### src/rtl/jbe_pkg.sv
// Shared types and constants for the serial-bus EEPROM command unit.
package jbe_pkg;

   localparam int LINE_COUNT_DEFAULT = 256;
   localparam int CSR_ADDR_W = 3;
   localparam int CSR_DATA_W = 32;

   // Register indexes.
   localparam logic [0:0] REG_SAVE_KIND = 1'b0;

   // Command codes.
   localparam logic [7:0] OP_CHECK      = 8'h00;
   localparam logic [7:0] OP_READ       = 8'h04;
   localparam logic [7:0] OP_WRITE      = 8'h05;
   localparam logic [7:0] OP_RTC_STATUS = 8'h06;
   localparam logic [7:0] OP_RTC_READ   = 8'h07;
   localparam logic [7:0] OP_RTC_WRITE  = 8'h08;

   // Save kind codes.
   localparam logic [1:0] SAVE_EEP_4K  = 2'd0;
   localparam logic [1:0] SAVE_EEP_16K = 2'd1;

   // Frame byte constants.
   localparam logic [7:0] LEN_NO_DEVICE   = 8'h80;
   localparam logic [7:0] LEN_SIZE_ERROR  = 8'h40;
   localparam logic [7:0] TYPE_EEP_4K     = 8'h80;
   localparam logic [7:0] TYPE_EEP_16K    = 8'hc0;
   localparam logic [7:0] RTC_STATUS_BYTE = 8'h10;
   localparam logic [7:0] RTC_BLOCK0_BYTE = 8'h02;
   localparam logic [7:0] ERASED_BYTE     = 8'hff;

   typedef struct packed {
      logic [7:0]  op;
      logic [7:0]  rx_len;
      logic [7:0]  block_byte;
      logic [63:0] data;
      logic [7:0]  tail_byte;
   } frame_type;

   typedef struct packed {
      logic [7:0]  rx_len_out;
      logic [7:0]  block_out;
      logic [63:0] data_out;
      logic [7:0]  tail_out;
   } result_type;

endpackage

### src/rtl/jbe_frame_alu.sv
// Rewrites one command frame according to its command code.
module jbe_frame_alu (
   input  jbe_pkg::frame_type  frame,
   input  logic [1:0]          save_kind,
   input  logic                line_hit,
   input  logic [63:0]         line_data,
   output jbe_pkg::result_type result
);

   logic [7:0]  type_byte;
   logic [1:0]  len_low;
   logic        is_eeprom;

   assign type_byte = (save_kind == jbe_pkg::SAVE_EEP_16K) ? jbe_pkg::TYPE_EEP_16K
                                                          : jbe_pkg::TYPE_EEP_4K;
   assign len_low   = frame.rx_len[1:0];
   assign is_eeprom = (save_kind == jbe_pkg::SAVE_EEP_4K) ||
                      (save_kind == jbe_pkg::SAVE_EEP_16K);

   always_comb begin
      result.rx_len_out = frame.rx_len;
      result.block_out  = frame.block_byte;
      result.data_out   = frame.data;
      result.tail_out   = frame.tail_byte;
      case (frame.op)
         jbe_pkg::OP_CHECK: begin
            if (!is_eeprom) begin
               result.rx_len_out = frame.rx_len | jbe_pkg::LEN_NO_DEVICE;
            end else if (frame.rx_len != 8'd3) begin
               // A length other than three answers only as many bytes as its low two bits ask for.
               result.rx_len_out = frame.rx_len | jbe_pkg::LEN_SIZE_ERROR;
               if (len_low > 2'd0) begin
                  result.block_out = 8'h00;
               end
               if (len_low > 2'd1) begin
                  result.data_out[7:0] = type_byte;
               end
               if (len_low > 2'd2) begin
                  result.data_out[15:8] = 8'h00;
               end
            end else begin
               result.block_out      = 8'h00;
               result.data_out[7:0]  = type_byte;
               result.data_out[15:8] = 8'h00;
            end
         end
         jbe_pkg::OP_READ: begin
            // Lines never written, and lines past the end, read as erased.
            result.data_out = line_hit ? line_data : {8{jbe_pkg::ERASED_BYTE}};
         end
         jbe_pkg::OP_RTC_STATUS: begin
            result.block_out      = 8'h00;
            result.data_out[7:0]  = jbe_pkg::RTC_STATUS_BYTE;
            result.data_out[15:8] = 8'h00;
         end
         jbe_pkg::OP_RTC_READ: begin
            if (frame.block_byte == 8'h00) begin
               result.data_out[7:0]  = 8'h00;
               result.data_out[15:8] = jbe_pkg::RTC_BLOCK0_BYTE;
               result.tail_out       = 8'h00;
            end
         end
         default: begin
         end
      endcase
   end

endmodule

### config.mk
export PLATFORM = sky130hd
export DESIGN_NAME = jbe_frame_alu
export DESIGN_NICKNAME = d
export VERILOG_FILES = /design/src/rtl/jbe_pkg.sv /design/src/rtl/jbe_frame_alu.sv
export SDC_FILE = /design/constraint.sdc
export NUM_CORES = 1
export LEC_CHECK = 0
export ABC_AREA = 1
export BUFFER_PORTS_ARGS = -buffer_cell sky130_fd_sc_hd__buf_2
export CAP_MARGIN = 0
export CORE_AREA = 2 2 96 98
export DETAILED_ROUTE_END_ITERATION = 6
export DIE_AREA = 0 0 98 100
export GPL_ROUTABILITY_DRIVEN = 0
export PLACE_DENSITY_LB_ADDON = 0.25
export SLEW_MARGIN = 20
export SYNTH_ARGS = -nofsm -noshare
export SYNTH_HDL_FRONTEND = slang
export SYNTH_SLANG_ARGS = --single-unit
### constraint.sdc
create_clock -name vclk -period 3.05
set_input_delay 0.4575 -clock vclk [all_inputs]
set_output_delay 0.4575 -clock vclk [all_outputs]
set_load 0.1 [all_outputs]
==> results by group <==
Detailed routing
  • Number of vias in the routed layout: 3,507
  • Sum of routed wire length over all layers: 9990 um
  • Iter 0 DRT Violations: 114
  • Number of DRC violations after detailed routing: 0
  • Average wire length per cell after detail routing: 13.3 um
  • Average via count per standard cell: 4.66
  • 1st-pass router iterations: 4
  • Remaining number of nets flagged by the antenna check after routing: 0

Finish
  • Fin area: 0.00420 mm2
  • Total of clock buffers placed in the layout: 0
  • Area of the multi-input gates: 0.00180 mm2
  • Final core occ: 47.3%
  • Number of sequential storage elements: 0
  • Layout filler cell count: 914
  • Area added between synthesis and finish: 125%
  • Ratio of cells with drive above 1 in the final layout: 50.4%
  • Seq. cell area: 0 um2
  • Final net count: 806

Yosys
  • Synthesized area: 0.00186 mm2
  • Total number of yosys warnings: 0
  • Count of different cell masters after synthesis: 24
  • Cell with the most instances after synthesis: nor2_1
  • Yosys top cell area share: 29.2%
  • Top cells by count, synth: nor2_1 (145), nand2_1 (76), a21oi_1 (49), nand3_1 (26), inv_1 (18)
  • Sequential element share of the synthesized area: 0%
  • Cell taking the most area after synthesis: nor2_1
  • Largest cells by area after synthesis: nor2_1 (29%), nand2_1 (15%), a21oi_1 (13%)
  • Avg Synthesized Cell Area: 4.54 um2
  • Synthesized netlist net count: 574
  • Synth Instances: 411

Global routing
  • Number of antenna violations at the first check in global routing: 1
  • Overflow left after global routing: 0
  • Most congested layer reported by global routing: met2
  • Grt met3 use: 3.83%
  • First-pass GRT wire length: 15,200 um
  • Via count of the first global-routing pass: 3,188
  • GRT Util Overall: 18.3%
  • Largest net degree at the start of global routing: 66
  • GR Util met1: 21.5%
  • Global-route track usage on met2: 35.6%

Power
  • Power density relative to cell area: 230 mW/mm2
  • Switching portion of total power: 69.0%
  • Max rail drop VDD: 0.140 mV
  • Flop pwr share: 0%
  • Relative contribution of combinational cells to total power: 100.0%
  • Internal power: 300 uW
  • NetSw: 668 uW
  • Clock group share of total power: 0%
  • Leakage power figure: 2.23 nW

Critical path
  • Largest fanout of any net on the critical path: 18
  • Crit. End Element: output pin
  • Setup crit start kind: primary input
  • Launch point of the worst path: frame[95]
  • Required time reported for the critical path endpoint: 2.59 ns
  • WS Path Type: primary input to output pin
  • Critical Path AT: 2.12 ns
  • Destination of the critical timing path: result[23]

Placement
  • DP Worst Slack: 0.447 ns
  • Post-place instance area: 0.00420 mm2
  • Detail Placement HPWL: 8260 um
  • IO Port Bufs: 251

STA
  • Peak Freq: 388 MHz
  • Headroom to the max-slew limit: 48.0%
  • Final count of hold timing violations: 0
  • Finish-stage setup viols: 0
  • Transition at the pin with the smallest max-transition slack: 0.780 ns
  • Setup repair after global routing missed its margin: false
  • Final min period: 2.58 ns
  • Total negative slack for setup checks: 0 ns
  • Period Utilization, post-route: 84.5%
  • Number of pins with negative max-slew slack in the final report: 0
  • Smallest setup slack after layout: 0.473 ns
  • Worst Hold Slack: 1.30 ns

Clock network
  • Setup repair bufs after CTS: 0
  • Resized Gates After CTS: 0
  • Hold-fix buffers, CTS: 0

Status
  • Run status: finished, final reports clean

Floorplanning
  • Die ar.: 0.00980 mm2
  • Number of core rows: 35
  • Die W: 98 um
  • Die Y: 100 um
  • Number of placed I/O pins: 251
  • Floorplan core area: 0.00889 mm2
  • Starting utilization of the core area: 21.0%

Run
  • Max cap viols: 0

Min path
  • Hold/Removal Path Class: primary input to output pin
worst min-delay path by stage:
stage,end,depth (start not counted),slack [ns],startpoint
5_1_grt,result[83],2,1.31,frame[83]
6_report,result[85],2,1.30,frame[85]
3_5_place_dp,result[83],2,1.30,frame[83]
2_1_floorplan,result[80],1,1.13,frame[80]
3_3_place_gp,result[84],2,1.30,frame[84]
4_1_cts,result[85],2,1.30,frame[85]
power groups by stage:
stage / Clock, mW / Sequential, mW / Combinational [mW]
after global routing: 0 / 0 / 1.01
after detailed placement: 0 / 0 / 0.970
after global placement: 0 / 0 / 0.963
after floorplan: 0 / 0 / 0.626
final: 0.0000000438 / 0 / 0.968
after CTS: 0 / 0 / 0.972
per-layer routing:
layer  up-vias  share of wire, %
met5         -                 0
met4         0              0.48
met3         4               8.8
met1      1558                38
li1       1790                 -
met2       155                53
per-stage QoR:
step	total power [mW]	std cells
3_3_place_gp	0.963	752
6_report	0.968	753
5_1_grt	1.01	752
3_5_place_dp	0.970	752
2_1_floorplan	0.626	411
4_1_cts	0.972	752
final cells by class:
cell class	count	share of cell area, %
diodes	1	0.0595
inverters	21	1.88
multi-input cells	356	42.7
well taps	111	3.30
repair buffers	264	52.0
critical path, stage by stage:
cell     delay, ns
buf_2         0.08
nor2_1        0.04
nand2_2       0.15
inv_2         0.18
a21oi_2       0.65
nand3_1       0.18
nand2_1       0.17
buf_12        0.19
cell families after synthesis:
group	share of synthesized area [%]
compound gates	31.2
simple gates	55.4
buf+inv	13.4
cells in the final DEF, fill, tap and decap left out:
cell type,netlist,layout
inv_2,3,3
buf_12,0,56
a21boi_0,6,6
a31oi_1,1,1
nand4_1,1,1
nand3_1,26,26
diode_2,0,1
nor2_4,1,1
nor2_1,145,145
nand2_2,1,1
o21a_1,7,7
o21bai_1,2,2
nand2_1,76,76
buf_2,16,198
nor2_2,3,3
a21oi_2,1,49
o21ai_0,16,16
o211ai_1,16,16
a31o_2,1,1
nor3_1,3,3
inv_1,18,18
nor3_4,1,1
buf_4,6,10
a21oi_1,49,1
No activity file was read; power rests on OpenSTA's default activity.
